--- src/rtl/core/rsitts_pkg.sv ---
// ----------------------------------------------------------------------------
// rsitts_pkg
// Shared types and constants for the RSI threshold trade signal block.
// ----------------------------------------------------------------------------
package rsitts_pkg;

   // CSR port geometry
   localparam int CSR_ADDR_W = 4;
   localparam int CSR_DATA_W = 32;

   // Register indexes (byte address = 4 * index)
   typedef enum logic [1:0] {
      REG_WINDOW_LEN     = 2'd0,
      REG_POSITION_LIMIT = 2'd1,
      REG_OVERSOLD       = 2'd2,
      REG_OVERBOUGHT     = 2'd3
   } reg_index_type;

   // Field widths
   localparam int WLEN_W      = 7;
   localparam int LIMIT_W     = 10;
   localparam int LEVEL_W     = 7;
   localparam int HOLD_W      = 11;
   localparam int CASH_W      = 48;
   localparam int PNL_W       = 49;
   localparam int CASH_CALC_W = 50;
   localparam int RSP_TDATA_W = 112;

   // Field positions inside rsp_tdata
   localparam int HOLD_LSB = 0;
   localparam int CASH_LSB = HOLD_LSB + HOLD_W;
   localparam int PNL_LSB  = CASH_LSB + CASH_W;

   // Register reset values
   localparam logic [WLEN_W-1:0]  WINDOW_LEN_RST     = 7'd14;
   localparam logic [LIMIT_W-1:0] POSITION_LIMIT_RST = 10'd5;
   localparam logic [LEVEL_W-1:0] OVERSOLD_RST       = 7'd30;
   localparam logic [LEVEL_W-1:0] OVERBOUGHT_RST     = 7'd70;

   // RSI full scale
   localparam logic [LEVEL_W-1:0] RSI_SCALE = 7'd100;

   typedef enum logic [1:0] {
      ACT_NONE = 2'd0,
      ACT_BUY  = 2'd1,
      ACT_SELL = 2'd2
   } action_type;

   typedef struct packed {
      logic [WLEN_W-1:0]  window_len;
      logic [LIMIT_W-1:0] position_limit;
      logic [LEVEL_W-1:0] oversold_level;
      logic [LEVEL_W-1:0] overbought_level;
   } cfg_type;

   typedef struct packed {
      logic trading_phase;
      logic end_of_series;
   } flags_type;

endpackage

--- src/rtl/core/rsitts_csr.sv ---
// ----------------------------------------------------------------------------
// rsitts_csr
// APB-style register file holding the window and trading thresholds.
// ----------------------------------------------------------------------------
module rsitts_csr (
   input  logic                                clock,
   input  logic                                reset,
   input  logic                                csr_psel,
   input  logic                                csr_penable,
   input  logic                                csr_pwrite,
   input  logic [rsitts_pkg::CSR_ADDR_W-1:0]   csr_paddr,
   input  logic [rsitts_pkg::CSR_DATA_W-1:0]   csr_pwdata,
   output logic [rsitts_pkg::CSR_DATA_W-1:0]   csr_prdata,
   output logic                                csr_pready,
   output rsitts_pkg::cfg_type                 cfg
);

   rsitts_pkg::cfg_type       cfg_ff;
   rsitts_pkg::cfg_type       cfg_in;
   rsitts_pkg::reg_index_type reg_idx;
   logic                      wr_en;

   assign csr_pready = 1'b1;
   assign reg_idx    = rsitts_pkg::reg_index_type'(csr_paddr[3:2]);
   assign wr_en      = csr_psel && csr_penable && csr_pwrite && csr_pready;
   assign cfg        = cfg_ff;

   // register write decode
   always_comb begin
      cfg_in = cfg_ff;
      if (wr_en) begin
         case (reg_idx)
            rsitts_pkg::REG_WINDOW_LEN: begin
               cfg_in.window_len = csr_pwdata[rsitts_pkg::WLEN_W-1:0];
            end
            rsitts_pkg::REG_POSITION_LIMIT: begin
               cfg_in.position_limit = csr_pwdata[rsitts_pkg::LIMIT_W-1:0];
            end
            rsitts_pkg::REG_OVERSOLD: begin
               cfg_in.oversold_level = csr_pwdata[rsitts_pkg::LEVEL_W-1:0];
            end
            rsitts_pkg::REG_OVERBOUGHT: begin
               cfg_in.overbought_level = csr_pwdata[rsitts_pkg::LEVEL_W-1:0];
            end
            default: begin
               cfg_in = cfg_ff;
            end
         endcase
      end
   end

   always_ff @(posedge clock) begin
      if (reset) begin
         cfg_ff.window_len       <= rsitts_pkg::WINDOW_LEN_RST;
         cfg_ff.position_limit   <= rsitts_pkg::POSITION_LIMIT_RST;
         cfg_ff.oversold_level   <= rsitts_pkg::OVERSOLD_RST;
         cfg_ff.overbought_level <= rsitts_pkg::OVERBOUGHT_RST;
      end else begin
         cfg_ff <= cfg_in;
      end
   end

   // read mux
   always_comb begin
      csr_prdata = '0;
      case (reg_idx)
         rsitts_pkg::REG_WINDOW_LEN: begin
            csr_prdata = rsitts_pkg::CSR_DATA_W'(cfg_ff.window_len);
         end
         rsitts_pkg::REG_POSITION_LIMIT: begin
            csr_prdata = rsitts_pkg::CSR_DATA_W'(cfg_ff.position_limit);
         end
         rsitts_pkg::REG_OVERSOLD: begin
            csr_prdata = rsitts_pkg::CSR_DATA_W'(cfg_ff.oversold_level);
         end
         rsitts_pkg::REG_OVERBOUGHT: begin
            csr_prdata = rsitts_pkg::CSR_DATA_W'(cfg_ff.overbought_level);
         end
         default: begin
            csr_prdata = '0;
         end
      endcase
   end

endmodule

--- config.mk ---
export PLATFORM = sky130hd
export DESIGN_NAME = rsitts_csr
export DESIGN_NICKNAME = d
export VERILOG_FILES = /design/src/rtl/core/rsitts_pkg.sv /design/src/rtl/core/rsitts_csr.sv
export SDC_FILE = /design/constraint.sdc
export NUM_CORES = 1
export LEC_CHECK = 0
export ABC_CLOCK_PERIOD_IN_PS = 2100
export BUFFER_PORTS_ARGS = -buffer_cell sky130_fd_sc_hd__buf_4
export CAP_MARGIN = 10
export CORE_ASPECT_RATIO = 0.9
export CORE_UTILIZATION = 47
export CTS_BUF_LIST = sky130_fd_sc_hd__clkbuf_2
export DETAILED_ROUTE_END_ITERATION = 10
export MAX_ROUTING_LAYER = met4
export PLACE_DENSITY_LB_ADDON = 0.2
export SYNTH_ARGS = -nofsm -noshare
export SYNTH_HDL_FRONTEND = slang
export SYNTH_SLANG_ARGS = --single-unit
export TNS_END_PERCENT = 20
--- constraint.sdc ---
create_clock -name clock -period 2.1 [get_ports clock]
set_input_delay 0.42 -clock clock [delete_from_list [all_inputs] [get_ports clock]]
set_output_delay 0.42 -clock clock [all_outputs]
set_load 0.005 [all_outputs]
Word level (Yosys, flattened, before mapping)
Index checks and enable logic that the tools add are counted.
Widths: inputs -> output; s select.
{"block": "totals", "output_inout_bits": 64, "register_bits": 31, "input_bits": 41, "wordCells": 15}
{"block": "op_classes", "muxes": 1, "n_eq_ne": 3, "n_reduce_logical": 7}
{"op": "$pmux 32 s4", "count": 1}
{"op": "$reduce_and 2->1", "count": 4}
{"op": "$eq 2x2->1 const B", "count": 2}
{"op": "$eq 2x1->1 const B", "count": 1}
{"op": "$logic_and 1x1->1", "count": 2}
{"op": "$logic_not 2->1", "count": 1}

Depth between registers and ports, before layout
Gate-level depths: netlist of run 1.
{"block": "depth", "ltp_word": 3, "ltp_mapped": 4, "mapped_depth_nobuf": 3}

Worst setup path before layout of run 1
OpenSTA, ideal clock, no wires.
{"block": "synth_timing", "kind": "input -> output", "startpoint": "input port csr_paddr[3] (netlist bit)", "endpoint": "output port csr_prdata[0] (netlist bit)", "arrival_time_ps": 1060, "n_path_buf": 1, "required_ps": 1680, "path_slack_ps": 620, "stages": 2, "cell_sequence": "buf_6 -> mux4_2"}
{"block": "synth_between", "elab_chain_cells": 2, "word_cells_on_any_way": 5, "classes_between": "3 x eq/ne; 1 x mux; 1 x reduce/logical"}
{"item": "from (decl)", "line": "rsitts_csr.sv:11", "text": "input logic [rsitts_pkg::CSR_ADDR_W-1:0] csr_paddr,"}
{"item": "$eq 2x2->1, or another cell as far along", "line": "rsitts_csr.sv:66", "text": "case (reg_idx)"}
{"item": "$pmux 32 s4 (*)", "line": "rsitts_csr.sv:66"}
{"item": "to (decl)", "line": "rsitts_csr.sv:13", "text": "output logic [rsitts_pkg::CSR_DATA_W-1:0] csr_prdata,"}
Mark *: on every way between the ends. The rest lies on a longest branch, timed or not. The select of a mux whose other input is x is not followed.

Worst setup path after layout of run 1
{"block": "layout_timing", "startpoint": "register cfg_ff (netlist bit cfg[1])", "endpoint": "output port csr_prdata[1] (netlist bit)"}
{"block": "layout_between", "elab_chain_cells": 1}
{"item": "from (decl)", "line": "rsitts_csr.sv:18", "text": "rsitts_pkg::cfg_type cfg_ff;"}
{"item": "from (signal assigned)", "line": "rsitts_csr.sv:59", "text": "cfg_ff <= cfg_in;"}
{"item": "$pmux 32 s4", "line": "rsitts_csr.sv:66"}
No other way between the ends. The select of a mux whose other input is x is not followed.

==> results.yml, run 1 <==
grt:
  grt_usage_pct: 20.3
  first_global_vias: 1157
  grt_pass1_wl_um: 5600
  overflow: 0
  antenna_found_initial: 0
  grt_max_degree: 42
clock_network:
  cts_resized: 0
  numCtsBuffers: 5
  path_clk_slew_ns: 0.16
  post_cts_buffers: 0
  clk_path_buf_depth: 2
  cts.sinks: 31
  cts_root_buf: "clkbuf_2"
  cts_hold_buf: 0
  clk_latency_ns: 0.36
  cts_tree: "done"
  htreeDepth: 2
logic_synthesis:
  synth_seq_cells: 31
  synth_most_common_cell: "dfxtp_1"
  ys_seq_area_share_pct: 37.8
  synthesis.area_um2: 1640
  avgSynthCellArea_um2: 10.2
  synthDistinctLibCells: 21
  ys.flop_type: "dfxtp_1"
  synthTopCellsByArea: "dfxtp_1, mux2i_1, buf_4, mux4_2, nand2b_1"
  ys_warn_count: 0
  synth_edf_count: 0
  async_flop_share_pct: 0
  yosys.area.top_type_share_pct: 37.8
  syn_inst: 161
  synth_common_cells: "dfxtp_1, mux2i_1, buf_4, nand2b_1, nor2_1"
  yosys.area.top_type: "dfxtp_1"
floorplanning:
  core_um2: 3190
  die_w_um: 64.3
  start_util_pct: 51.6
  rows: 19
  die_area_um2: 3740
  dieHeight_um: 58.1
  num_io_pins: 105
timing:
  slew_violations: 0
  max_freq_mhz: 556
  grt_setup_unrepaired: "no"
  hold_viol_final: 0
  fin_skew_ns: 0
  finalSetupViolCount: 0
  timing.hold.ws_ns: 0.304
  finalCritPeriodShare_pct: 85.6
  min_period_ns: 1.80
  setup_tns_ns: 0
cells_and_area:
  fill_cells: 280
  synthToLayoutAreaGrowth_pct: 22.9
  layout-drive-gt1-share_pct: 36.7
  antenna_cells: 0
  final_net_count: 256
  finish.utilization_pct: 63.4
  largest_reg_flops: 31
hold_path:
  min_path_type: "in2reg"
  min-delay-start: "csr_pwdata[1]"
routing:
  wl_per_cell_um: 13.7
  drtIter0Drc: 69
  dr_total_vias: 1254
  vias_per_cell: 4.88
  wirelength_um: 3530
  first_pass_iters: 4
  ant_nets: 0
  drc_errors: 0
setup_path:
  path_buf_inv: 1
  worst_ep_required_time_ns: 1.68
  cp_top_family: "multiplexers"
  startpoint_type: "flop"
  cp_cell_sequence: "mux4_2, buf_4"
  critical-path-max-stage-delay_ns: 0.48
  r2r-start: "cfg[21]"
  crit_path_start: "cfg[1]"
  crit_arrival_ns: 1.38
  path_class: "reg2out"
  cp-end-kind: "output pin"
  critPathMaxFanout: 3
  slowest_stage: "mux4_2"
power_and_ir_drop:
  peakVddDrop_uv: 311
  power-per-cell-area_nw_per_um2: 498
  p_leak_nw: 0.968
placed_design:
  gp_congestion: 0.777
  portBuffers: 57
  place_hpwl_um: 2580
flow_run:
  maxCapViolCount: 0
status:
  outcome: "complete, no violations"
==> tightest hold or removal path, delay by kind of cell <==
family	cells	cell delay, ns
AOI/OAI and AO/OA	1	0.06
and+or+nand+nor	1	0.05
buffers and inverters	1	0.11
==> final cells by class <==
cell class	count	area (um^2)	share of cell area, %
multi-input combinational	118	870	43.1
clock inverter	2	8.76	0.434
timing repair buffer	59	443	21.9
clock buffer	5	25.0	1.24
tap	42	52.6	2.60
sequential	31	621	30.7
==> metrics by stage <==
step                      instances  total power, mW  instance area [um^2]  setup WS (ns)
after global placement          250            0.746                  1990          0.368
after global routing            257             1.05                  2020          0.291
final                           257             1.01                  2020          0.303
after detailed placement        250            0.749                  1990          0.361
after CTS                       257             1.01                  2020          0.325
after floorplan                 182            0.723                  1720          0.620
==> cell families after synthesis <==
group / share of synthesized area (%)
DFF: 37.8
and+or+nand+nor: 17.7
AOI/OAI and AO/OA: 4.19
other: 0.457
muxes: 25.4
buffers and inverters: 14.4
==> layer usage <==
metal / GRT usage (%) / vias up / wire [um] / share of wire (%)
met2: 32.0 / 60 / 1710 / 49
met4: 6.67 / 0 / 23 / 0.65
met3: 4.53 / 5 / 250 / 7.1
li1: - / 605 / - / -
met5: - / - / 0 / 0
met1: 25.9 / 584 / 1540 / 44
==> power by group <==
group | total, mW | internal (mW) | leakage [nW] | switching [mW]
sequential | 0.602 | 0.596 | 0.251 | 0.00606
combinational | 0.135 | 0.0690 | 0.691 | 0.0656
clock | 0.268 | 0.0702 | 0.0262 | 0.198
==> path summary, 6_finish.rpt <==
path	end	slack (ns)	depth (start not counted)
min	cfg[15]	0.30	3
min reg2reg	cfg[17]	0.50	2
max	csr_prdata[1]	0.30	2
max reg2reg	cfg[21]	1.30	2
==> cell usage in the layout (no fill, tap or decap) <==
cell type and count:
nand2_1 1, a21oi_1 4, nor3b_2 1, nand3_1 5
nand2b_1 20, conb_1 23, and2_1 4, a211o_1 1
a21bo_2 4, mux4_2 7, or3_1 1, and2b_4 1
clkbuf_2 5, buf_4 59, nand3_2 1, clkinv_1 1
and3_1 3, dfxtp_1 31, clkinv_2 1, nor2_1 16
mux2i_1 26
Note: power is estimated with default switching activity, not from simulation.
==> run 2, diff against run 1 <==
--- a/config.mk
+++ b/config.mk
@@ -5,12 +5,14 @@
 export SDC_FILE = /design/constraint.sdc
 export NUM_CORES = 1
 export LEC_CHECK = 0
-export ABC_CLOCK_PERIOD_IN_PS = 2100
+export ABC_CLOCK_PERIOD_IN_PS = 1700
 export BUFFER_PORTS_ARGS = -buffer_cell sky130_fd_sc_hd__buf_4
 export CAP_MARGIN = 10
 export CORE_ASPECT_RATIO = 0.9
-export CORE_UTILIZATION = 47
+export CORE_MARGIN = 2
+export CORE_UTILIZATION = 44
 export CTS_BUF_LIST = sky130_fd_sc_hd__clkbuf_2
+export CTS_CLUSTER_SIZE = 8
 export DETAILED_ROUTE_END_ITERATION = 10
 export MAX_ROUTING_LAYER = met4
 export PLACE_DENSITY_LB_ADDON = 0.2
==> constraint.sdc (replaced) <==
create_clock -name clock -period 1.7 [get_ports clock]
set_input_delay 0.34 -clock clock [delete_from_list [all_inputs] [get_ports clock]]
set_output_delay 0.34 -clock clock [all_outputs]
set_load 0.005 [all_outputs]
==> results.yml, run 2 (synthesized netlist as in run 1, its figures left out) <==
timing:
  setup_tns_ns: 0
  slew_violations: 0
  hold_viol_final: 0
  min_period_ns: 1.67
  finalSetupViolCount: 0
  fin_skew_ns: 0
  grt_setup_unrepaired: "yes"
  timing.hold.ws_ns: 0.241
  finalCritPeriodShare_pct: 98.0
  max_freq_mhz: 600
  setup_ws_ns: 0.0333
routing:
  dr_total_vias: 1284
  ant_nets: 0
  vias_per_cell: 4.83
  wirelength_um: 3650
  wl_per_cell_um: 13.7
  drtIter0Drc: 55
  first_pass_iters: 4
  drc_errors: 0
clock_network:
  clk_latency_ns: 0.35
  htreeDepth: 2
  cts_root_buf: "clkbuf_2"
  cts.sinks: 31
  numCtsBuffers: 5
  cts_tree: "done"
  clk_path_buf_depth: 2
  path_clk_slew_ns: 0.15
setup_path:
  cp-end-kind: "output pin"
  path_class: "reg2out"
  cp_cell_sequence: "mux4_2, buf_6"
  worst_ep_required_time_ns: 1.36
  slowest_stage: "mux4_2"
  critPathMaxFanout: 3
  crit_arrival_ns: 1.33
  reg2regPathDepth: 2
  critical-path-max-stage-delay_ns: 0.47
  startpoint_type: "flop"
floorplanning:
  core_um2: 3650
  dieHeight_um: 62.0
  die_w_um: 68.4
  die_area_um2: 4240
  rows: 21
  start_util_pct: 45.0
  num_io_pins: 105
grt:
  first_global_vias: 1119
  antenna_found_initial: 0
  overflow: 0
  grt_pass1_wl_um: 5380
  grt_max_degree: 42
  grt_usage_pct: 18.5
cells_and_area:
  largest_reg_flops: 31
  fin_area_um2: 2100
  layout_common_cells: "buf_4, mux2i_1, conb_1, nand2b_1"
  synthToLayoutAreaGrowth_pct: 28.0
  layout-drive-gt1-share_pct: 45.5
  layout_commonest_cell: "buf_4"
  final_net_count: 262
  antenna_cells: 0
placed_design:
  gp_congestion: 0.752
  place_hpwl_um: 2620
  place_area_um2: 2010
  portBuffers: 57
  pre_cts_slack_ns: 0.111
status:
  outcome: "complete, no violations"
power_and_ir_drop:
  peakVddDrop_uv: 375
  power-per-cell-area_nw_per_um2: 591
  p_leak_nw: 1.01
hold_path:
  min_path_type: "in2reg"
  min_path_cells: 3
flow_run:
  maxCapViolCount: 0
[run 2: worst max-delay path: cells and delay by family (launching register included)]
family	cells	cell delay [ns]
muxes	1	0.47
DFF	1	0.36
buffers and inverters	1	0.13
[run 2: layout make-up]
cell class                      instances  area (um^2)
Clock buffer                            6         30.0
Fill cell                             325         1550
Multi-Input combinational cell        118          870
Sequential cell                        31          639
Tap cell                               46         57.6
Timing Repair Buffer                   65          507
[run 2: final timing paths]
| path | startpoint | to | slack [ns] |
|---|---|---|---|
| max reg2reg | cfg[22] | cfg[22] | 0.91 |
| min reg2reg | cfg[14] | cfg[14] | 0.49 |
| max | cfg[18] | csr_prdata[4] | 0.03 |
| min | csr_pwdata[9] | cfg[23] | 0.24 |
[run 2: metal layers]
layer	vias to the layer above	GRT usage [%]	wire (um)
li1	615	-	-
met1	604	23.2	1530
met2	61	27.7	1830
met3	4	6.13	260
met4	0	6.86	27
met5	-	-	0
[run 2: power by group]
group,internal [mW],switching [mW]
Sequential,0.737,0.00724
Combinational,0.0917,0.0830
Clock,0.0930,0.232
Total,0.922,0.322
[run 2: per-stage QoR]
step,utilization (%),power [mW],cells
final,57.6,1.24,266
after global routing,57.6,1.32,266
after CTS,55.7,1.25,262
after detailed placement,54.9,0.927,256
after global placement,54.9,0.923,256
after floorplan,-,0.893,182
[run 2: repair_timing]
item	in CTS	in global routing
hold buffers	0	0
setup buffers	0	4
resized for setup	0	20
endpoints found under the setup margin	0	6
