`config.mk`:
```
export PLATFORM = sky130hd
export DESIGN_NAME = rsitts_trade
export DESIGN_NICKNAME = d
export VERILOG_FILES = /design/src/rtl/core/rsitts_pkg.sv /design/src/rtl/core/rsitts_trade.sv
export SDC_FILE = /design/constraint.sdc
export NUM_CORES = 2
export LEC_CHECK = 0
export BUFFER_PORTS_ARGS = -buffer_cell sky130_fd_sc_hd__buf_2
export CAP_MARGIN = 15
export CORE_MARGIN = 3
export CORE_UTILIZATION = 60
export DETAILED_ROUTE_END_ITERATION = 6
export HOLD_SLACK_MARGIN = 0.03
export PLACE_DENSITY = 0.89
export SYNTH_ARGS = -nofsm -noshare
export SYNTH_HDL_FRONTEND = slang
export SYNTH_SLANG_ARGS = --single-unit
```
`constraint.sdc`:
```
create_clock -name clock -period 12.05 [get_ports clock]
set_input_delay 0.6025 -clock clock [delete_from_list [all_inputs] [get_ports clock]]
set_output_delay 0.6025 -clock clock [all_outputs]
set_load 0.01 [all_outputs]
```
`src/rtl/core/rsitts_pkg.sv`:
```
// ----------------------------------------------------------------------------
// rsitts_pkg
// Shared types and constants for the RSI threshold trade signal block.
// ----------------------------------------------------------------------------
package rsitts_pkg;

   // CSR port geometry
   localparam int CSR_ADDR_W = 4;
   localparam int CSR_DATA_W = 32;

   // Register indexes (byte address = 4 * index)
   typedef enum logic [1:0] {
      REG_WINDOW_LEN     = 2'd0,
      REG_POSITION_LIMIT = 2'd1,
      REG_OVERSOLD       = 2'd2,
      REG_OVERBOUGHT     = 2'd3
   } reg_index_type;

   // Field widths
   localparam int WLEN_W      = 7;
   localparam int LIMIT_W     = 10;
   localparam int LEVEL_W     = 7;
   localparam int HOLD_W      = 11;
   localparam int CASH_W      = 48;
   localparam int PNL_W       = 49;
   localparam int CASH_CALC_W = 50;
   localparam int RSP_TDATA_W = 112;

   // Field positions inside rsp_tdata
   localparam int HOLD_LSB = 0;
   localparam int CASH_LSB = HOLD_LSB + HOLD_W;
   localparam int PNL_LSB  = CASH_LSB + CASH_W;

   // Register reset values
   localparam logic [WLEN_W-1:0]  WINDOW_LEN_RST     = 7'd14;
   localparam logic [LIMIT_W-1:0] POSITION_LIMIT_RST = 10'd5;
   localparam logic [LEVEL_W-1:0] OVERSOLD_RST       = 7'd30;
   localparam logic [LEVEL_W-1:0] OVERBOUGHT_RST     = 7'd70;

   // RSI full scale
   localparam logic [LEVEL_W-1:0] RSI_SCALE = 7'd100;

   typedef enum logic [1:0] {
      ACT_NONE = 2'd0,
      ACT_BUY  = 2'd1,
      ACT_SELL = 2'd2
   } action_type;

   typedef struct packed {
      logic [WLEN_W-1:0]  window_len;
      logic [LIMIT_W-1:0] position_limit;
      logic [LEVEL_W-1:0] oversold_level;
      logic [LEVEL_W-1:0] overbought_level;
   } cfg_type;

   typedef struct packed {
      logic trading_phase;
      logic end_of_series;
   } flags_type;

endpackage

```
`src/rtl/core/rsitts_trade.sv`:
```
// ----------------------------------------------------------------------------
// rsitts_trade
// RSI threshold tests, position and cash bookkeeping, and end-of-series PnL.
// ----------------------------------------------------------------------------
module rsitts_trade #(
   parameter int PRICE_BITS = 32,
   parameter int SUM_W      = 38
) (
   input  logic                                   clock,
   input  logic                                   reset,
   input  rsitts_pkg::cfg_type                    cfg,
   input  logic                                   in_valid,
   output logic                                   in_ready,
   input  logic [PRICE_BITS-1:0]                  in_price,
   input  rsitts_pkg::flags_type                  in_flags,
   input  logic [SUM_W-1:0]                       in_gain,
   input  logic [SUM_W-1:0]                       in_loss,
   output logic                                   rsp_valid,
   input  logic                                   rsp_ready,
   output rsitts_pkg::action_type                 rsp_action,
   output logic signed [rsitts_pkg::HOLD_W-1:0]   rsp_holding,
   output logic signed [rsitts_pkg::CASH_W-1:0]   rsp_cash,
   output logic signed [rsitts_pkg::PNL_W-1:0]    rsp_pnl,
   output logic                                   rsp_pnl_valid
);

   localparam int HOLD_W  = rsitts_pkg::HOLD_W;
   localparam int CASH_W  = rsitts_pkg::CASH_W;
   localparam int PNL_W   = rsitts_pkg::PNL_W;
   localparam int CALC_W  = rsitts_pkg::CASH_CALC_W;
   localparam int TOT_W   = SUM_W + 1;
   localparam int PROD_W  = TOT_W + rsitts_pkg::LEVEL_W;
   localparam int PPROD_W = HOLD_W + PRICE_BITS + 1;
   localparam int PSUM_W  = ((PPROD_W > PNL_W) ? PPROD_W : PNL_W) + 1;

   localparam logic signed [CASH_W-1:0] CASH_MAX = {1'b0, {(CASH_W-1){1'b1}}};
   localparam logic signed [CASH_W-1:0] CASH_MIN = {1'b1, {(CASH_W-1){1'b0}}};
   localparam logic signed [PNL_W-1:0]  PNL_MAX  = {1'b0, {(PNL_W-1){1'b1}}};
   localparam logic signed [PNL_W-1:0]  PNL_MIN  = {1'b1, {(PNL_W-1){1'b0}}};

   // handshake chain
   logic st3_load, st4_load, st5_load, out_load;

   // stage 3: RSI tests
   logic                  st3_valid_ff;
   logic [PRICE_BITS-1:0] st3_price_ff;
   rsitts_pkg::flags_type st3_flags_ff;
   logic                  st3_buy_rsi_ff, st3_buy_rsi_in;
   logic                  st3_sell_rsi_ff, st3_sell_rsi_in;
   logic [TOT_W-1:0]      total;
   logic [PROD_W-1:0]     scaled_gain;
   logic [PROD_W-1:0]     os_prod;
   logic [PROD_W-1:0]     ob_prod;

   // stage 4: trade decision and state
   logic                          st4_valid_ff;
   logic [PRICE_BITS-1:0]         st4_price_ff;
   logic                          st4_end_ff;
   rsitts_pkg::action_type        st4_action_ff, st4_action_in;
   logic signed [HOLD_W-1:0]      st4_hold_ff, st4_hold_in;
   logic signed [CASH_W-1:0]      st4_cash_ff, st4_cash_in;
   logic signed [HOLD_W-1:0]      units_ff, units_in;
   logic signed [CASH_W-1:0]      cash_ff;
   logic signed [HOLD_W-1:0]      lim_s;
   logic                          buy;
   logic                          sell;
   logic signed [CALC_W-1:0]      cash_ext;
   logic signed [CALC_W-1:0]      price_ext;
   logic signed [CALC_W-1:0]      cash_sum;

   // stage 5: holding times price
   logic                          st5_valid_ff;
   logic                          st5_end_ff;
   rsitts_pkg::action_type        st5_action_ff;
   logic signed [HOLD_W-1:0]      st5_hold_ff;
   logic signed [CASH_W-1:0]      st5_cash_ff;
   logic signed [PPROD_W-1:0]     st5_prod_ff, st5_prod_in;

   // output register
   logic                          out_valid_ff;
   rsitts_pkg::action_type        out_action_ff;
   logic signed [HOLD_W-1:0]      out_hold_ff;
   logic signed [CASH_W-1:0]      out_cash_ff;
   logic signed [PNL_W-1:0]       out_pnl_ff, out_pnl_in;
   logic                          out_end_ff;
   logic signed [PSUM_W-1:0]      pnl_sum;

   assign out_load = !out_valid_ff || rsp_ready;
   assign st5_load = !st5_valid_ff || out_load;
   assign st4_load = !st4_valid_ff || st5_load;
   assign st3_load = !st3_valid_ff || st4_load;
   assign in_ready = st3_load;

   // 100*G against level*(G+L); an empty window never trades
   assign total       = TOT_W'(in_gain) + TOT_W'(in_loss);
   assign scaled_gain = PROD_W'(in_gain) * PROD_W'(rsitts_pkg::RSI_SCALE);
   assign os_prod     = PROD_W'(total) * PROD_W'(cfg.oversold_level);
   assign ob_prod     = PROD_W'(total) * PROD_W'(cfg.overbought_level);
   assign st3_buy_rsi_in  = (total != '0) && (scaled_gain < os_prod);
   assign st3_sell_rsi_in = (total != '0) && (scaled_gain > ob_prod);

   always_ff @(posedge clock) begin
      if (reset) begin
         st3_valid_ff <= 1'b0;
      end else if (st3_load) begin
         st3_valid_ff <= in_valid;
      end
   end

   always_ff @(posedge clock) begin
      if (st3_load && in_valid) begin
         st3_price_ff    <= in_price;
         st3_flags_ff    <= in_flags;
         st3_buy_rsi_ff  <= st3_buy_rsi_in;
         st3_sell_rsi_ff <= st3_sell_rsi_in;
      end
   end

   // trade decision against position limits
   assign lim_s = $signed({1'b0, cfg.position_limit});
   assign buy   = st3_flags_ff.trading_phase && st3_buy_rsi_ff && (units_ff < lim_s);
   assign sell  = st3_flags_ff.trading_phase && !buy && st3_sell_rsi_ff
                  && (units_ff > -lim_s);

   // saturating cash update
   assign cash_ext  = CALC_W'(cash_ff);
   assign price_ext = $signed({{(CALC_W-PRICE_BITS){1'b0}}, st3_price_ff});
   assign cash_sum  = buy ? (cash_ext - price_ext) : (cash_ext + price_ext);

   always_comb begin
      st4_action_in = rsitts_pkg::ACT_NONE;
      st4_hold_in   = units_ff;
      st4_cash_in   = cash_ff;
      if (buy || sell) begin
         st4_action_in = buy ? rsitts_pkg::ACT_BUY : rsitts_pkg::ACT_SELL;
         st4_hold_in   = buy ? (units_ff + HOLD_W'(1)) : (units_ff - HOLD_W'(1));
         if ((cash_sum[CALC_W-1:CASH_W-1] == '0)
             || (cash_sum[CALC_W-1:CASH_W-1] == '1)) begin
            st4_cash_in = cash_sum[CASH_W-1:0];
         end else begin
            st4_cash_in = cash_sum[CALC_W-1] ? CASH_MIN : CASH_MAX;
         end
      end
      // square-off clears the position after the report
      units_in = st3_flags_ff.end_of_series ? '0 : st4_hold_in;
   end

   always_ff @(posedge clock) begin
      if (reset) begin
         st4_valid_ff <= 1'b0;
         units_ff     <= '0;
         cash_ff      <= '0;
      end else begin
         if (st4_load) begin
            st4_valid_ff <= st3_valid_ff;
         end
         if (st4_load && st3_valid_ff) begin
            units_ff <= units_in;
            cash_ff  <= st4_cash_in;
         end
      end
   end

   always_ff @(posedge clock) begin
      if (st4_load && st3_valid_ff) begin
         st4_price_ff  <= st3_price_ff;
         st4_end_ff    <= st3_flags_ff.end_of_series;
         st4_action_ff <= st4_action_in;
         st4_hold_ff   <= st4_hold_in;
         st4_cash_ff   <= st4_cash_in;
      end
   end

   // position value
   assign st5_prod_in = PPROD_W'(st4_hold_ff) * $signed({1'b0, st4_price_ff});

   always_ff @(posedge clock) begin
      if (reset) begin
         st5_valid_ff <= 1'b0;
      end else if (st5_load) begin
         st5_valid_ff <= st4_valid_ff;
      end
   end

   always_ff @(posedge clock) begin
      if (st5_load && st4_valid_ff) begin
         st5_end_ff    <= st4_end_ff;
         st5_action_ff <= st4_action_ff;
         st5_hold_ff   <= st4_hold_ff;
         st5_cash_ff   <= st4_cash_ff;
         st5_prod_ff   <= st5_prod_in;
      end
   end

   // PnL with saturation, zero off the end item
   assign pnl_sum = PSUM_W'(st5_cash_ff) + PSUM_W'(st5_prod_ff);

   always_comb begin
      if (!st5_end_ff) begin
         out_pnl_in = '0;
      end else if ((pnl_sum[PSUM_W-1:PNL_W-1] == '0)
                   || (pnl_sum[PSUM_W-1:PNL_W-1] == '1)) begin
         out_pnl_in = pnl_sum[PNL_W-1:0];
      end else begin
         out_pnl_in = pnl_sum[PSUM_W-1] ? PNL_MIN : PNL_MAX;
      end
   end

   always_ff @(posedge clock) begin
      if (reset) begin
         out_valid_ff <= 1'b0;
      end else if (out_load) begin
         out_valid_ff <= st5_valid_ff;
      end
   end

   always_ff @(posedge clock) begin
      if (out_load && st5_valid_ff) begin
         out_action_ff <= st5_action_ff;
         out_hold_ff   <= st5_hold_ff;
         out_cash_ff   <= st5_cash_ff;
         out_pnl_ff    <= out_pnl_in;
         out_end_ff    <= st5_end_ff;
      end
   end

   assign rsp_valid     = out_valid_ff;
   assign rsp_action    = out_action_ff;
   assign rsp_holding   = out_hold_ff;
   assign rsp_cash      = out_cash_ff;
   assign rsp_pnl       = out_pnl_ff;
   assign rsp_pnl_valid = out_end_ff;

endmodule

```
# Yosys cells after proc, flatten, opt, wreduce, memory -nomap -nowiden
# Index checks and enable logic that the tools add are counted.
# word_totals
regBits	410
in_bits	145
out_inout_bits	113
elab_cells	79
# classes
n_addsub	7
multipliers	4
n_lt_le_gt_ge	4
n_eq_ne	2
n_mux	10
reduce_logical	26
# ops
operator	n
2-to-1 mux 48 bit	3
2-to-1 mux 49 bit	2
multiplier 39 x 7 -> 46 bit	2
2-to-1 mux 50 bit	1
adder 48 x 33 -> 49 bit	1
adder 48 x 44 -> 49 bit	1
subtractor 48 x 33 -> 49 bit	1
> comparator 45 x 46 -> 1 bit	1
less-than comparator 45 x 46 -> 1 bit	1
multiplier 11 x 33 -> 44 bit	1
multiplier 38 x 5 -> 43 bit (second input constant)	1
adder 38 x 38 -> 39 bit	1
nonzero test 39 bit	1
2-to-1 mux 11 bit	3
adder 11 x 2 -> 11 bit (second input constant)	1
> comparator 11 bit	1
logical AND 1 bit	11
less-than comparator 11 bit	1
negation 10 -> 11 bit	1
subtractor 11 x 2 -> 11 bit (second input constant)	1
logical OR 1 bit	7
zero test 1 bit	5
equality test 3 bit (second input constant)	1
zero test 3 bit	1
other kinds (3)	3

# Longest topological paths before layout
# depth
depth_word	9
ltp_mapped	43

# Worst setup path after synthesis
# Ideal clock, no wire load.
# synth_path
path_kind	input to register
start	in rsp_ready
end	reg st5_action_ff[0], enable pin
arrival_ps	8367
required_time_ps	11317
slack_ps	2950
path_stages	2
n_path_buf	0
path_cell_list	nor2b_1 > a21boi_0
# synth_via
elab_chain_len	3
# synth_rtl
item	line	text
from (decl)	rsitts_trade.sv:19	input logic rsp_ready,
logical OR 1 bit	rsitts_trade.sv:88	assign out_load = !out_valid_ff || rsp_ready;
logical OR 1 bit	rsitts_trade.sv:89	assign st5_load = !st5_valid_ff || out_load;
logical AND 1 bit	rsitts_trade.sv:186	if (st5_load && st4_valid_ff) begin
to (signal assigned)	rsitts_trade.sv:188	st5_action_ff <= st4_action_ff;
to (decl)	rsitts_trade.sv:74	rsitts_pkg::action_type st5_action_ff;
# No other way between the ends.
# A chain may end at the register's enable or synchronous reset.

# Worst setup path after layout
# layout_path
start	in in_gain[2]
end	reg st3_buy_rsi_ff (data pin)
# layout_via
elab_chain_len	4
# layout_rtl
item	line	text
from (decl)	rsitts_trade.sv:16	input logic [SUM_W-1:0] in_gain,
adder 38 x 38 -> 39 bit	rsitts_trade.sv:95	assign total = TOT_W'(in_gain) + TOT_W'(in_loss);
multiplier 39 x 7 -> 46 bit	rsitts_trade.sv:97	assign os_prod = PROD_W'(total) * PROD_W'(cfg.oversold_level);
less-than comparator 45 x 46 -> 1 bit	rsitts_trade.sv:99	assign st3_buy_rsi_in = (total != '0) && (scaled_gain < os_prod);
logical AND 1 bit *	rsitts_trade.sv:99	
named net st3_buy_rsi_in	rsitts_trade.sv:48	logic st3_buy_rsi_ff, st3_buy_rsi_in;
to (signal assigned)	rsitts_trade.sv:114	st3_buy_rsi_ff <= st3_buy_rsi_in;
to (decl)	rsitts_trade.sv:48	
# Mark *: on every way through the listed nets, which the timed path passes. The rest lies on a longest branch.

==> metrics.md <==
| Metric | Value |
|---|---|
| Unique cell type count in the Yosys netlist | `86` |
| Finished Layout Cells | `7522` |
| R2R Setup Slk | `3.93 ns` |
| IO buf count | `250` |
| EDFF count, synth | `347` |
| Core area | `roughly 94000 µm²` |
| Worst-Margin Slew | `1.19 ns` |
| Worst-Skew Late Latency | `0.64 ns` |
| Synth Flop Type | `edfxtp_1` |
| Main area contributors after synthesis | `fa_1 (24%), edfxtp_1 (18%), ha_1 (13%)` |
| R2r startpoint | `units_ff[0]` |
| Largest net degree at the start of global routing | `87` |
| Final nets | `7662` |
| Syn Area/Cell | `9.28 µm²` |
| Remaining antenna violation count | `0` |
| CTS clock-pin slew for the worst setup and hold paths | `0.06 ns` |
| FFs w/ async S/R, synth | `0%` |
| Post-CTS Setup Inserts | `0` |
| Area share of the largest cell type after synthesis | `23.8%` |
| Post-synth top area cell | `fa_1` |
| Initial antenna violation count | `9` |
| Drt drc | `0` |
| Maximum fanout along the worst path | `10` |
| Hold buffer count at cts | `0` |
| Proportion of layout cells with a drive suffix above 1 | `7.57%` |
| Max cap viols | `0` |
| Final design utilization | `64.8%` |
| Mapped cell area | `about 57000 µm²` |
| Status | `finished clean` |
| GRT Residual Overflow | `0` |
| HPWL after detailed placement | `115 mm` |
| Syn nets | `7555` |
| Root buffer cell | `clkbuf_16` |
| Setup total negative slack | `0 ns` |
| First-pass DRT Iterations | `6` |
| GRT Overall Usage | `between 30% and 40%` |
| Die X | `314 µm` |
| H-tree levels | `2` |
| Kind of critical path | `in2reg` |
| CTS tree | `built` |
| Slew Viols, Final | `0` |
| Site row count | `112` |
| Max clock buf depth | `3` |
| YS warnings | `0` |
| Final Cycle Share | `88.1%` |
| Max_slew headroom | `18.8%` |
| WHS | `0.174 ns` |
| Vias/cell | `6.04` |
| Placed Instances | `7439` |
| Crit path required time | `12.45 ns` |
| DR iter-0 viols | `4571` |
| Highest cell delay on the worst timing path | `0.65 ns` |
| Startpoint Class | `primary input` |
| Routed Wire Length | `149 mm` |
| Layout Skew | `0.0497 ns` |
| Fin crit period | `approximately 11 ns` |
| Number of global-route vias before repair | `45.8k` |
| R2R cell count | `26` |
| Hold violation count in the final report | `0` |
| CP startpoint | `in_gain[2]` |
| # fillers | `between 7k and 8k` |
| Gp weighted congestion | `0.948` |
| Min-Delay Path Class | `in2reg` |
| Reg-to-reg endpoint | `st4_cash_ff[44]` |
| Crit-path slowest cell | `xor2_1` |
| RSZ-0062 raised after global routing | `false` |
| Initial core utilization | `around three fifths` |
| Die Y | `314 µm` |
| WL/cell | `approximately 20 µm` |
| Die area | `just under 100000 µm²` |
| Area grow syn2layout | `6.70%` |
| Clock sink total | `410` |
| Crit. End Element | `flip-flop` |
| Register bit total from synthesis | `410` |
| Final setup vio count | `0` |
| Crit path top cell by count | `o21ai_0` |
| Via Count | `45.4k` |
| PostCTS Resize Cnt | `0` |
| Achievable frequency | `around 94 MHz` |
| Worst Hold Launch | `in_price[11]` |
| Cells after Synth | `6125` |
| Ports | `258` |
| WP data arrival | `~11 ns` |
| Sequential-to-total area share from yosys stat | `20.5%` |
| Setup crit end | `st3_buy_rsi_ff` |
| First-pass GRT wire length | `between 200 and 250 mm` |
| CTS buffer count | `43` |
worst min-delay path by stage:
stage                       endpoint  slack, ns  cells past startpoint
floorplan              rsp_action[0]       0.40                      0
global placement     st5_cash_ff[38]       0.40                      0
detailed placement    rsp_holding[3]       0.40                      0
CTS                  st3_flags_ff[0]       0.15                      1
global route        st3_price_ff[21]       0.16                      1
finish              st3_price_ff[11]       0.17                      1
critical path, delay by kind of cell:
kind	cells	cell delay [ns]
AOI/OAI and AO/OA	17	4.74
xor gates and xnor gates	2	0.81
adders and majority gates	7	2.99
buffers and inverters	3	0.51
and+or+nand+nor	8	1.37
cells in the final DEF, fill, tap and decap left out, types with 45 or more instances in the layout:
master	instances
a21o_1	190
a21oi_1	330
and2_1	522
and3_1	45
buf_2	250
buf_4	60
dfxtp_1	63
edfxtp_1	347
fa_1	675
ha_1	610
inv_1	857
nand2_1	557
nand2b_1	99
nand3_1	88
nor2_1	300
nor2b_1	70
nor3_1	53
o21a_1	66
o21ai_0	207
xnor2_1	170
xor2_1	124
metrics by stage:
step	cell area, µm²	setup WS (ns)
after floorplan	56900	2.95
after global placement	59200	1.49
after detailed placement	59200	1.15
after CTS	60700	1.74
after global routing	60700	1.13
final	60700	1.43
flip-flops by register name, indices dropped and copies added (netlist names), 11 cells and up:
register and cells:
rsp_pnl 49, cash_ff 48, rsp_cash 48, st4_cash_ff 48, st5_cash_ff 48, st5_prod_ff 44, st3_price_ff 32, st4_price_ff 32
rsp_holding 11, st4_hold_ff 11, st5_hold_ff 11, units_ff 11
cell families (layout without fill, tap and decap cells):
logic type	count (synthesis)	after routing	synth area share, %
simple gates	1867	1867	16.7
other cells	0	4	0
xor+xnor	298	298	4.59
compound gates	1137	1137	13.2
buf+inv	1107	1246	7.38
flops	410	410	20.5
mux	5	5	0.0924
fa+ha+maj	1301	1301	37.5
final cells by class:
type | count | area (µm²) | area share [%]
antenna | 4 | 10.0 | 0.0165
clock buffer | 49 | 1120 | 1.84
clock inverter | 28 | 314 | 0.518
inverter | 858 | 3220 | 5.31
multi-input combinational | 4608 | 41100 | 67.7
sequential | 410 | 11700 | 19.2
tap | 1254 | 1570 | 2.59
timing repair buffer | 311 | 1710 | 2.81
routing by layer:
metal | routed length [µm] | track usage, % | share of wire [%] | up-vias
met5 | 0 | 0 | 0 | -
met4 | 5060 | 9.91 | 3.4 | 0
li1 | - | - | - | 20559
met1 | 59500 | 40.8 | 40 | 22142
met2 | 68500 | 48.2 | 46 | 2329
met3 | 16000 | 6.63 | 11 | 366
Yosys cell counts, types with 10 or more instances:
cell type    n
o21ai_0    207
dfxtp_1     63
xnor2_1    174
fa_1       675
a211o_1     12
o31ai_1     20
nor2_1     301
nor2b_1     71
and3_1      45
o31a_1      10
and2_1     523
xor2_1     124
a211oi_2    36
nand4_1     39
clkbuf_1   236
and4_1      12
a21boi_0    21
or3_1       23
inv_1      858
a21o_1     191
a211oi_1    32
ha_1       610
nor3_1      53
nand2_1    558
o21bai_1    38
a31oi_1     32
a2111oi_0   10
or4_1       11
maj3_2      16
o21a_1      67
nand2b_1    99
o211ai_1    19
nand3_1     88
a21oi_1    330
edfxtp_1   347
Power is not shown: default switching activity piles up to over one toggle a cycle in this logic, so the estimate is an artifact.
