==> src/rtl/core/rsitts_pkg.sv <==
// ----------------------------------------------------------------------------
// rsitts_pkg
// Shared types and constants for the RSI threshold trade signal block.
// ----------------------------------------------------------------------------
package rsitts_pkg;

   // CSR port geometry
   localparam int CSR_ADDR_W = 4;
   localparam int CSR_DATA_W = 32;

   // Register indexes (byte address = 4 * index)
   typedef enum logic [1:0] {
      REG_WINDOW_LEN     = 2'd0,
      REG_POSITION_LIMIT = 2'd1,
      REG_OVERSOLD       = 2'd2,
      REG_OVERBOUGHT     = 2'd3
   } reg_index_type;

   // Field widths
   localparam int WLEN_W      = 7;
   localparam int LIMIT_W     = 10;
   localparam int LEVEL_W     = 7;
   localparam int HOLD_W      = 11;
   localparam int CASH_W      = 48;
   localparam int PNL_W       = 49;
   localparam int CASH_CALC_W = 50;
   localparam int RSP_TDATA_W = 112;

   // Field positions inside rsp_tdata
   localparam int HOLD_LSB = 0;
   localparam int CASH_LSB = HOLD_LSB + HOLD_W;
   localparam int PNL_LSB  = CASH_LSB + CASH_W;

   // Register reset values
   localparam logic [WLEN_W-1:0]  WINDOW_LEN_RST     = 7'd14;
   localparam logic [LIMIT_W-1:0] POSITION_LIMIT_RST = 10'd5;
   localparam logic [LEVEL_W-1:0] OVERSOLD_RST       = 7'd30;
   localparam logic [LEVEL_W-1:0] OVERBOUGHT_RST     = 7'd70;

   // RSI full scale
   localparam logic [LEVEL_W-1:0] RSI_SCALE = 7'd100;

   typedef enum logic [1:0] {
      ACT_NONE = 2'd0,
      ACT_BUY  = 2'd1,
      ACT_SELL = 2'd2
   } action_type;

   typedef struct packed {
      logic [WLEN_W-1:0]  window_len;
      logic [LIMIT_W-1:0] position_limit;
      logic [LEVEL_W-1:0] oversold_level;
      logic [LEVEL_W-1:0] overbought_level;
   } cfg_type;

   typedef struct packed {
      logic trading_phase;
      logic end_of_series;
   } flags_type;

endpackage

==> src/rtl/core/rsitts_window.sv <==
// ----------------------------------------------------------------------------
// rsitts_window
// Price change tracking and windowed gain/loss sums. Running cumulative
// gain and loss totals are kept in registers; a ring memory stores the
// totals seen before each change, so a window sum is one subtraction.
// ----------------------------------------------------------------------------
module rsitts_window #(
   parameter int MAX_WINDOW = 64,
   parameter int PRICE_BITS = 32,
   parameter int SUM_W      = 38
) (
   input  logic                              clock,
   input  logic                              reset,
   input  logic                              in_valid,
   output logic                              in_ready,
   input  logic [PRICE_BITS-1:0]             in_price,
   input  rsitts_pkg::flags_type             in_flags,
   input  logic [rsitts_pkg::WLEN_W-1:0]     window_len,
   output logic                              out_valid,
   input  logic                              out_ready,
   output logic [PRICE_BITS-1:0]             out_price,
   output rsitts_pkg::flags_type             out_flags,
   output logic [SUM_W-1:0]                  out_gain,
   output logic [SUM_W-1:0]                  out_loss
);

   localparam int PTR_W = (MAX_WINDOW > 1) ? $clog2(MAX_WINDOW) : 1;
   localparam int CNT_W = $clog2(MAX_WINDOW + 1);
   localparam int LEN_W = (CNT_W > rsitts_pkg::WLEN_W) ? CNT_W : rsitts_pkg::WLEN_W;
   localparam int ADR_W = CNT_W + 1;

   // accept-side state
   logic [PRICE_BITS-1:0] prev_price_ff, prev_price_in;
   logic                  have_prev_ff, have_prev_in;
   logic [PTR_W-1:0]      ptr_ff, ptr_in;
   logic [CNT_W-1:0]      seen_ff, seen_in;
   logic [SUM_W-1:0]      cum_gain_ff, cum_gain_in;
   logic [SUM_W-1:0]      cum_loss_ff, cum_loss_in;

   // totals before each change, one entry per ring slot
   logic [2*SUM_W-1:0]    base_mem [MAX_WINDOW];
   logic [2*SUM_W-1:0]    mem_q_ff;

   // stage 1: accepted request plus memory read
   logic                  st1_valid_ff;
   logic [PRICE_BITS-1:0] st1_price_ff;
   rsitts_pkg::flags_type st1_flags_ff;
   logic [SUM_W-1:0]      st1_gain_ff;
   logic [SUM_W-1:0]      st1_loss_ff;
   logic                  st1_empty_ff;
   logic                  st1_byp_ff;
   logic [2*SUM_W-1:0]    st1_wdat_ff;

   // stage 2: window sums
   logic                  st2_valid_ff;
   logic [PRICE_BITS-1:0] st2_price_ff;
   rsitts_pkg::flags_type st2_flags_ff;
   logic [SUM_W-1:0]      st2_gain_ff, st2_gain_in;
   logic [SUM_W-1:0]      st2_loss_ff, st2_loss_in;

   logic                  accept;
   logic                  st1_load;
   logic                  st2_load;
   logic [PRICE_BITS:0]   diff;
   logic [PRICE_BITS-1:0] up_mag;
   logic [PRICE_BITS-1:0] down_mag;
   logic [PTR_W-1:0]      ptr_next;
   logic [CNT_W-1:0]      seen_next;
   logic [PTR_W-1:0]      ptr_new;
   logic [CNT_W-1:0]      seen_new;
   logic [LEN_W-1:0]      wlen_ext;
   logic [LEN_W-1:0]      w_eff;
   logic [CNT_W-1:0]      n_win;
   logic [ADR_W-1:0]      rd_a;
   logic [ADR_W-1:0]      rd_b;
   logic [ADR_W-1:0]      rd_full;
   logic [PTR_W-1:0]      rd_addr;
   logic                  bypass;
   logic [2*SUM_W-1:0]    base_sel;

   // handshake chain
   assign st2_load = !st2_valid_ff || out_ready;
   assign st1_load = !st1_valid_ff || st2_load;
   assign in_ready = st1_load;
   assign accept   = in_valid && in_ready;

   // price change split into gain and loss magnitudes
   assign diff     = {1'b0, in_price} - {1'b0, prev_price_ff};
   assign up_mag   = diff[PRICE_BITS] ? '0 : diff[PRICE_BITS-1:0];
   assign down_mag = diff[PRICE_BITS] ? (prev_price_ff - in_price) : '0;

   // ring pointer and fill count after this request
   assign ptr_next  = (ptr_ff == PTR_W'(MAX_WINDOW - 1)) ? '0 : ptr_ff + 1'b1;
   assign seen_next = (seen_ff == CNT_W'(MAX_WINDOW)) ? seen_ff : seen_ff + 1'b1;
   assign ptr_new   = have_prev_ff ? ptr_next : ptr_ff;
   assign seen_new  = have_prev_ff ? seen_next : seen_ff;

   // effective window: zero acts as one, clamp at the ring depth
   assign wlen_ext = LEN_W'(window_len);
   always_comb begin
      if (wlen_ext == '0) begin
         w_eff = LEN_W'(1);
      end else if (wlen_ext > LEN_W'(MAX_WINDOW)) begin
         w_eff = LEN_W'(MAX_WINDOW);
      end else begin
         w_eff = wlen_ext;
      end
   end
   assign n_win = (LEN_W'(seen_new) < w_eff) ? seen_new : CNT_W'(w_eff);

   // slot of the oldest change in the window
   assign rd_a    = ADR_W'(ptr_new);
   assign rd_b    = ADR_W'(n_win);
   assign rd_full = (rd_a >= rd_b) ? (rd_a - rd_b) : (rd_a + ADR_W'(MAX_WINDOW) - rd_b);
   assign rd_addr = rd_full[PTR_W-1:0];
   assign bypass  = have_prev_ff && (rd_addr == ptr_ff);

   // accept-side state update
   always_comb begin
      prev_price_in = prev_price_ff;
      have_prev_in  = have_prev_ff;
      ptr_in        = ptr_ff;
      seen_in       = seen_ff;
      cum_gain_in   = cum_gain_ff;
      cum_loss_in   = cum_loss_ff;
      if (accept) begin
         prev_price_in = in_price;
         have_prev_in  = 1'b1;
         ptr_in        = ptr_new;
         seen_in       = seen_new;
         if (have_prev_ff) begin
            cum_gain_in = cum_gain_ff + SUM_W'(up_mag);
            cum_loss_in = cum_loss_ff + SUM_W'(down_mag);
         end
      end
   end

   always_ff @(posedge clock) begin
      if (reset) begin
         prev_price_ff <= '0;
         have_prev_ff  <= 1'b0;
         ptr_ff        <= '0;
         seen_ff       <= '0;
         cum_gain_ff   <= '0;
         cum_loss_ff   <= '0;
      end else begin
         prev_price_ff <= prev_price_in;
         have_prev_ff  <= have_prev_in;
         ptr_ff        <= ptr_in;
         seen_ff       <= seen_in;
         cum_gain_ff   <= cum_gain_in;
         cum_loss_ff   <= cum_loss_in;
      end
   end

   // ring memory: one write, one registered read
   always_ff @(posedge clock) begin
      if (accept && have_prev_ff) begin
         base_mem[ptr_ff] <= {cum_gain_ff, cum_loss_ff};
      end
      if (accept) begin
         mem_q_ff <= base_mem[rd_addr];
      end
   end

   // stage 1 registers
   always_ff @(posedge clock) begin
      if (reset) begin
         st1_valid_ff <= 1'b0;
      end else if (st1_load) begin
         st1_valid_ff <= in_valid;
      end
   end

   always_ff @(posedge clock) begin
      if (accept) begin
         st1_price_ff <= in_price;
         st1_flags_ff <= in_flags;
         st1_gain_ff  <= cum_gain_in;
         st1_loss_ff  <= cum_loss_in;
         st1_empty_ff <= (n_win == '0);
         st1_byp_ff   <= bypass;
         st1_wdat_ff  <= {cum_gain_ff, cum_loss_ff};
      end
   end

   // stage 2: window sum = total now minus total before oldest change
   assign base_sel = st1_byp_ff ? st1_wdat_ff : mem_q_ff;

   always_comb begin
      if (st1_empty_ff) begin
         st2_gain_in = '0;
         st2_loss_in = '0;
      end else begin
         st2_gain_in = st1_gain_ff - base_sel[2*SUM_W-1:SUM_W];
         st2_loss_in = st1_loss_ff - base_sel[SUM_W-1:0];
      end
   end

   always_ff @(posedge clock) begin
      if (reset) begin
         st2_valid_ff <= 1'b0;
      end else if (st2_load) begin
         st2_valid_ff <= st1_valid_ff;
      end
   end

   always_ff @(posedge clock) begin
      if (st2_load && st1_valid_ff) begin
         st2_price_ff <= st1_price_ff;
         st2_flags_ff <= st1_flags_ff;
         st2_gain_ff  <= st2_gain_in;
         st2_loss_ff  <= st2_loss_in;
      end
   end

   assign out_valid = st2_valid_ff;
   assign out_price = st2_price_ff;
   assign out_flags = st2_flags_ff;
   assign out_gain  = st2_gain_ff;
   assign out_loss  = st2_loss_ff;

endmodule

==> config.mk <==
export PLATFORM = sky130hd
export DESIGN_NAME = rsitts_window
export DESIGN_NICKNAME = d
export VERILOG_FILES = /design/src/rtl/core/rsitts_pkg.sv /design/src/rtl/core/rsitts_window.sv
export SDC_FILE = /design/constraint.sdc
export NUM_CORES = 2
export LEC_CHECK = 0
export CAP_MARGIN = 20
export CORE_UTILIZATION = 45
export CTS_CLUSTER_DIAMETER = 100
export DETAILED_ROUTE_END_ITERATION = 10
export DONT_BUFFER_PORTS = 1
export SLEW_MARGIN = 25
export SYNTH_ARGS = -nofsm -noshare
export SYNTH_HDL_FRONTEND = slang
export SYNTH_MEMORY_MAX_BITS = 65536
export SYNTH_SLANG_ARGS = --single-unit
==> constraint.sdc <==
create_clock -name clock -period 9.4 [get_ports clock]
set_input_delay 0 -clock clock [delete_from_list [all_inputs] [get_ports clock]]
set_output_delay 0 -clock clock [all_outputs]
set_load 0.01 [all_outputs]
## Yosys cells after proc, flatten, opt, wreduce, memory -nomap -nowiden

Memory sizes are Yosys's and may differ from the RTL's. A register that Yosys moved wholly into a read port is not among the register bits.
Index checks and enable logic that the tools add are counted.
Widths: inputs -> output; s select.

| storage, ports and cells | value |
|---|---|
| bits in registers | 422 |
| memory bits (writable) | 4,864 |
| input port bits | 45 |
| output and inout port bits | 112 |
| logic and storage cells | 66 |
| memories | 1 |

| operators by class | value |
|---|---|
| $add $sub $neg | 11 |
| order comparisons | 3 |
| equality and inequality tests | 3 |
| muxes and demuxes | 17 |
| reduce and logical (&&, ||, !) cells | 10 |

Memory list:

| memory | depth | width | read ports | clocked after memory_dff | write ports | RTL line | text |
|---|---|---|---|---|---|---|---|
| base_mem | 64 | 76 | 1 | 1 | 1 | rsitts_window.sv:41 | `logic [2*SUM_W-1:0] base_mem [MAX_WINDOW];` |

Operators with widths:

| cell | number |
|---|---|
| $mux 38 | 4 |
| $add 38x32->38 | 2 |
| $mux 76 | 1 |
| $sub 38x38->38 | 2 |
| $mux 32 | 2 |
| $mux 7 | 5 |
| $sub 32x32->33 | 1 |
| $sub 32x32->32 | 1 |
| $mux 6 | 3 |
| $logic_not 7->1 | 2 |
| $add 6x1->6 const B | 2 |
| $sub 6x6->6 | 2 |
| $add 7x1->7 const B | 1 |
| $eq 7x7->1 const B | 1 |
| $ge 6x7->1 | 1 |
| $gt 7x7->1 const B | 1 |
| $lt 7x7->1 | 1 |
| $eq 6x6->1 | 1 |
| $eq 6x6->1 const B | 1 |
| $logic_and 1x1->1 | 4 |
| $logic_not 1->1 | 2 |
| $logic_or 1x1->1 | 2 |
| $mux 1 | 2 |

## Longest topological paths before layout

| depth | value |
|---|---|
| depth in word-level cells | 9 |
| mapped depth | 25 |
| mapped depth without buffers | 24 |

## Worst setup path before layout

OpenSTA, ideal clock, no wires.

| timing | value |
|---|---|
| kind | register to register |
| start point | register st2_valid_ff (netlist: out_valid) |
| end point | register ptr_ff[5] |
| library setup time | 0.504 ns |
| data arrival time | 8.597 ns |
| data required time | 8.896 ns |
| slack | 0.299 ns |
| stages on the path, launching flop included | 8 |
| path buffers | 2 |
| clock period less this slack | 9.101 ns |
| cells stage by stage | dfxtp_1 > nor2b_1 > nand2_1 > nand2_1 > inv_1 > clkbuf_1 > buf_1 > a211oi_1 |

| on the way | value |
|---|---|
| word-level cells in the longest chain between the ends | 4 |

RTL lines:

| what | RTL line | text |
|---|---|---|
| start: declaration | rsitts_window.sv:55 | `logic st2_valid_ff;` |
| start signal: assignment | rsitts_window.sv:204 | `st2_valid_ff <= st1_valid_ff;` |
| $logic_not 1->1 | rsitts_window.sv:82 | `assign st2_load = !st2_valid_ff \|\| out_ready;` |
| $logic_or 1x1->1 | rsitts_window.sv:82 |  |
| $logic_or 1x1->1 | rsitts_window.sv:83 | `assign st1_load = !st1_valid_ff \|\| st2_load;` |
| net in_ready | rsitts_window.sv:15 | `output logic in_ready,` |
| $logic_and 1x1->1 | rsitts_window.sv:85 | `assign accept = in_valid && in_ready;` |
| net accept | rsitts_window.sv:61 | `logic accept;` |
| end signal: assignment | rsitts_window.sv:149 | `ptr_ff <= ptr_in;` |
| end: declaration | rsitts_window.sv:35 | `logic [PTR_W-1:0] ptr_ff, ptr_in;` |

The timed path passes the listed nets, and every way through them passes these cells.
A chain may end at the register's enable or synchronous reset.

## Worst setup path in the final report

| timing | value |
|---|---|
| start point | register prev_price_ff[0] |
| end point | register st1_loss_ff[35], data pin |

| on the way | value |
|---|---|
| word-level cells in the longest chain between the ends | 5 |
| elaborated cells between the ends (all ways) | 6 |
| classes of those cells | 3 x add/sub; 3 x mux |

RTL lines:

| what | RTL line | text |
|---|---|---|
| start: declaration | rsitts_window.sv:33 | `logic [PRICE_BITS-1:0] prev_price_ff, prev_price_in;` |
| start signal: assignment | rsitts_window.sv:147 | `prev_price_ff <= prev_price_in;` |
| $sub 32x32->32 or $sub 32x32->33 (tied branches) | rsitts_window.sv:90, rsitts_window.sv:88 |  |
| $mux 32 (*) | rsitts_window.sv:90 | `assign down_mag = diff[PRICE_BITS] ? (prev_price_ff - in_price) : '0;` |
| $add 38x32->38 (*) | rsitts_window.sv:133 | `cum_loss_in = cum_loss_ff + SUM_W'(down_mag);` |
| $mux 38 (*) | rsitts_window.sv:131 | `if (have_prev_ff) begin` |
| $mux 38 (*) | rsitts_window.sv:126 | `if (accept) begin` |
| net cum_loss_in[35] | rsitts_window.sv:38 | `logic [SUM_W-1:0] cum_loss_ff, cum_loss_in;` |
| end signal: assignment | rsitts_window.sv:180 | `st1_loss_ff <= cum_loss_in;` |
| end: declaration | rsitts_window.sv:49 | `logic [SUM_W-1:0] st1_loss_ff;` |

The timed path passes the listed nets; every way through them passes the cells marked *.

==> key figures <==
Worst setup path
  – Endpoint of the most critical register-to-register path: st1_loss_ff[35]
  – WP data arrival: 7.97 ns
  – Beginning of the critical path: prev_price_ff[0]
  – Critical Path End Type: register
  – Critical R2R Launch: prev_price_ff[0]
  – Category of the most critical setup path: reg2reg
  – Critical Path Most Common Cell: a21oi_1
  – CP endpoint: st1_loss_ff[35]
  – Worst setup SP type: register
  – CP max stage cell: o31ai_1
  – Delay of the slowest critical-path stage: 0.64 ns
  – Depth of the worst register-to-register path: 23
  – Setup slack of the worst register-to-register path: 2.21 ns
  – Largest fanout on the critical path: 20
  – Required time of the critical path: 10.17 ns
  – Worst path cell trace: ha_1 > inv_1 > fa_1 > a21oi_1 > o21ai_1 > a2111oi_2 > o31ai_1 > a31oi_1 > a21oi_1 > o41a_1 > a31oi_4 > buf_4 > and2_1 > ha_1 > a211oi_1 > o21ai_0 > nand4_1 > a21oi_1 > o31ai_1 > a31oi_1 > a211oi_1 > and3b_1 > xor2_1

Clocking
  – Clock-pin slew on the worst setup and hold paths: 0.06 ns
  – # hold bufs at CTS: 87
  – Number of buffers added by the clock tree synthesis step: 555
  – Number of setup buffers added after CTS: 0
  – Clock Tree Root: clkbuf_16
  – Clock Latency Late Sink: 1.06 ns
  – Longest Clk Path Bufs: 4
  – Clock tree sinks: 5362
  – Clock tree from TritonCTS: built
  – Clock H-tree levels: 6
  – CTS-repair resized insts: 0

Logic synthesis
  – Sequential share of the synthesized area: 75.0%
  – Average size of a mapped cell: 21.6 um2
  – Area of the mapped netlist: 213000 um2
  – Yosys warning total: 0
  – FF+latch count, synth: 5362
  – Number of flops mapped to enable cells by yosys: 5238
  – Gate count after technology mapping: 9884
  – Primary flip-flop cell chosen by synthesis mapping: edfxtp_1
  – Mapped Nets: 10200
  – Distinct cell type count of the synthesized netlist: 83
  – Share of async-settable or async-resettable flops after synthesis: 0%

Global route
  – Overall Global Routing Usage: 25.5%
  – Total grt overflow: 0
  – Via count of the first global-routing pass: 107000
  – Wire length of the first global-routing pass: 852000 um
  – Initial antenna violation count: 39
  – Maximum number of pins on one net before global-route repair: 113

Timing
  – Sum Neg Setup Slack: 0 ns
  – Largest clock skew in the final design: 0.0827 ns
  – Final cycle utilization of the critical path: 76.5%
  – Final Critical Period: 7.19 ns
  – Slew margin rel.: 12.6%
  – Transition time of the tightest slew-check pin: 1.31 ns
  – Upper clock frequency limit: 139 MHz
  – Hold Fails Final Rpt: 0
  – Setup slack of the critical path after layout: 2.21 ns
  – Setup-violating endpoint count in the final report: 0
  – Worst slack on hold paths: 0.0635 ns
  – Final slew viol count: 0
  – Unrepaired setup endpoints after global routing: no

Power and ir drop
  – Cell internal power dissipation: 0.0440 W
  – Leakage dissipation: 76.8 nW
  – Clock power frac: 35.9%
  – Sum of internal, switching and leakage power: 0.0600 W
  – Switching component of the power: 0.0160 W
  – Power density over cell area: 247 nW/um2
  – Seq pwr share: 45.5%
  – Switching Fraction: 26.7%
  – Share of total power in combinational logic: 18.7%
  – Maximum resistive drop on vdd: 0.000211 V

Placed design
  – GPL Wtd Cong: 0.941
  – Detailed-placement wirelength estimate: 326000 um
  – Number of buffer cells added on primary ports: 0
  – Pre-CTS worst setup slack: 2.36 ns

Layout
  – Utilization after layout: 51.4%
  – # fillers: 36200
  – Fraction of layout instances using a drive strength above 1: 26.1%
  – Area grow syn2layout: 13.8%
  – Final net count: 10700
  – Top library cells by usage in the layout, fill and taps aside: 5238 x edfxtp_1, 1520 x mux4_2, 565 x clkbuf_16, 300 x mux2i_1, 266 x nand2_1
  – Most frequent standard cell in the layout excluding fill and tap cells: edfxtp_1

Routing
  – Starting DRC count in detailed routing: 15700
  – Met3 Wirelength: 59500 um
  – Wirelength, routed: 618000 um
  – Number of optimization iterations in the first detailed-route pass: 8
  – Via count: 109000
  – Number of antenna-violating nets in the routed design: 0
  – DRC viols: 0
  – Routed length per placed instance: 36.2 um
  – DRT met1 WL: 247000 um
  – Average vias per placed instance: 6.38
  – Detailed-routed wire length on met2: 294000 um
  – Highest signal layer in the routed design: met5

Floorplan
  – Effective utilization at floorplan: 45.2%
  – Total die area: 476000 um2
  – Chip width: 690 um
  – Num ports: 157
  – Die Y: 690 um
  – Core footprint: 471000 um2
  – Core Rows: 252

Run status
  – Outcome: finished clean

Run
  – Max Cap Violations: 0

Worst hold path
  – Worst min path class: in2reg
==> layer usage <==
layer,vias to the layer above,track usage (%)
met5,-,0
met4,6,6.56
met3,923,4.07
met2,5990,40.8
met1,59500,36.9
li1,42500,-
==> power by group through the flow <==
stage / Combinational (W) / Clock (W) / Sequential (W)
global route: 0.0118 / 0.0226 / 0.0273
global placement: 0.0111 / 0 / 0.0277
finish: 0.0112 / 0.0215 / 0.0273
floorplan: 0.00763 / 0 / 0.0276
detailed placement: 0.0112 / 0 / 0.0278
CTS: 0.0113 / 0.0218 / 0.0273
==> layout make-up <==
cell class	instances	area (um2)	area share [%]
antenna	8	20.0	0.00826
clock buffer	706	14700	6.06
clock inverter	290	2910	1.20
inverter	142	541	0.223
multi-input combinational	3909	51600	21.3
sequential	5362	160000	65.9
tap	6223	7790	3.21
timing repair buffer	423	4970	2.05
==> through the flow <==
stage | cells | area, um2
global route | 17100 | 242000
global placement | 16000 | 224000
detailed placement | 16000 | 224000
CTS | 17100 | 242000
floorplan | 9884 | 213000
finish | 17100 | 242000
==> cells in the mapped netlist, drive strengths merged (124+ instances only) <==
library cell	instances	area, um2
clkbuf	339	1270
mux2i	308	3100
mux4	1520	34200
a21oi	230	1150
o21ai	146	731
nand2	268	1010
ha	215	2690
dfxtp	124	2480
buf	132	549
edfxtp	5238	157000
nor2	303	1140
inv	141	529
==> worst max-delay path, delay by kind of cell, from the launching register on <==
family	cells	cell delay (ns)
AO/OA/AOI/OAI	14	4.45
adder cells (fa/ha/maj)	3	0.87
AND/OR/NAND/NOR	3	0.68
buffers and inverters	2	0.39
flip-flops	1	0.35
XOR/XNOR	1	0.15
==> worst min-delay path by stage <==
stage                 from              end  cells past startpoint  slack, ns
4_1_cts        in_price[1]   st1_gain_ff[1]                      5       0.01
5_1_grt        in_price[1]   st1_gain_ff[1]                      5       0.06
2_1_floorplan  in_flags[0]  st1_flags_ff[0]                      0        0.1
6_report       in_price[1]   st1_gain_ff[1]                      5       0.06
3_5_place_dp   in_flags[1]  st1_flags_ff[1]                      0        0.1
3_3_place_gp   in_flags[0]  st1_flags_ff[0]                      0        0.1
==> state kept, by name, summed over array words and instances (netlist names), 2 cells and up <==
register       cells
st1_flags_ff       2
out_price         32
prev_price_ff     32
mem_q_ff          76
st1_wdat_ff       76
out_gain          38
seen_ff            7
st1_price_ff      32
out_flags          2
st1_loss_ff       38
cum_gain_ff       38
cum_loss_ff       38
ptr_ff             6
st1_gain_ff       38
base_mem        4864
out_loss          38
==> cells by family (layout without fill, tap and decap cells) <==
| group | after synthesis | count (layout) | synth area share (%) |
|---|---|---|---|
| buf+inv | 613 | 1561 | 1.10 |
| mux | 1860 | 1860 | 17.7 |
| simple gates | 923 | 923 | 2.04 |
| fa+ha+maj | 222 | 222 | 1.33 |
| flops | 5362 | 5362 | 75.0 |
| xor+xnor | 171 | 171 | 0.713 |
| compound gates | 733 | 733 | 2.19 |
| other cells | 0 | 8 | 0 |
No activity file was read; power rests on OpenSTA's default activity.
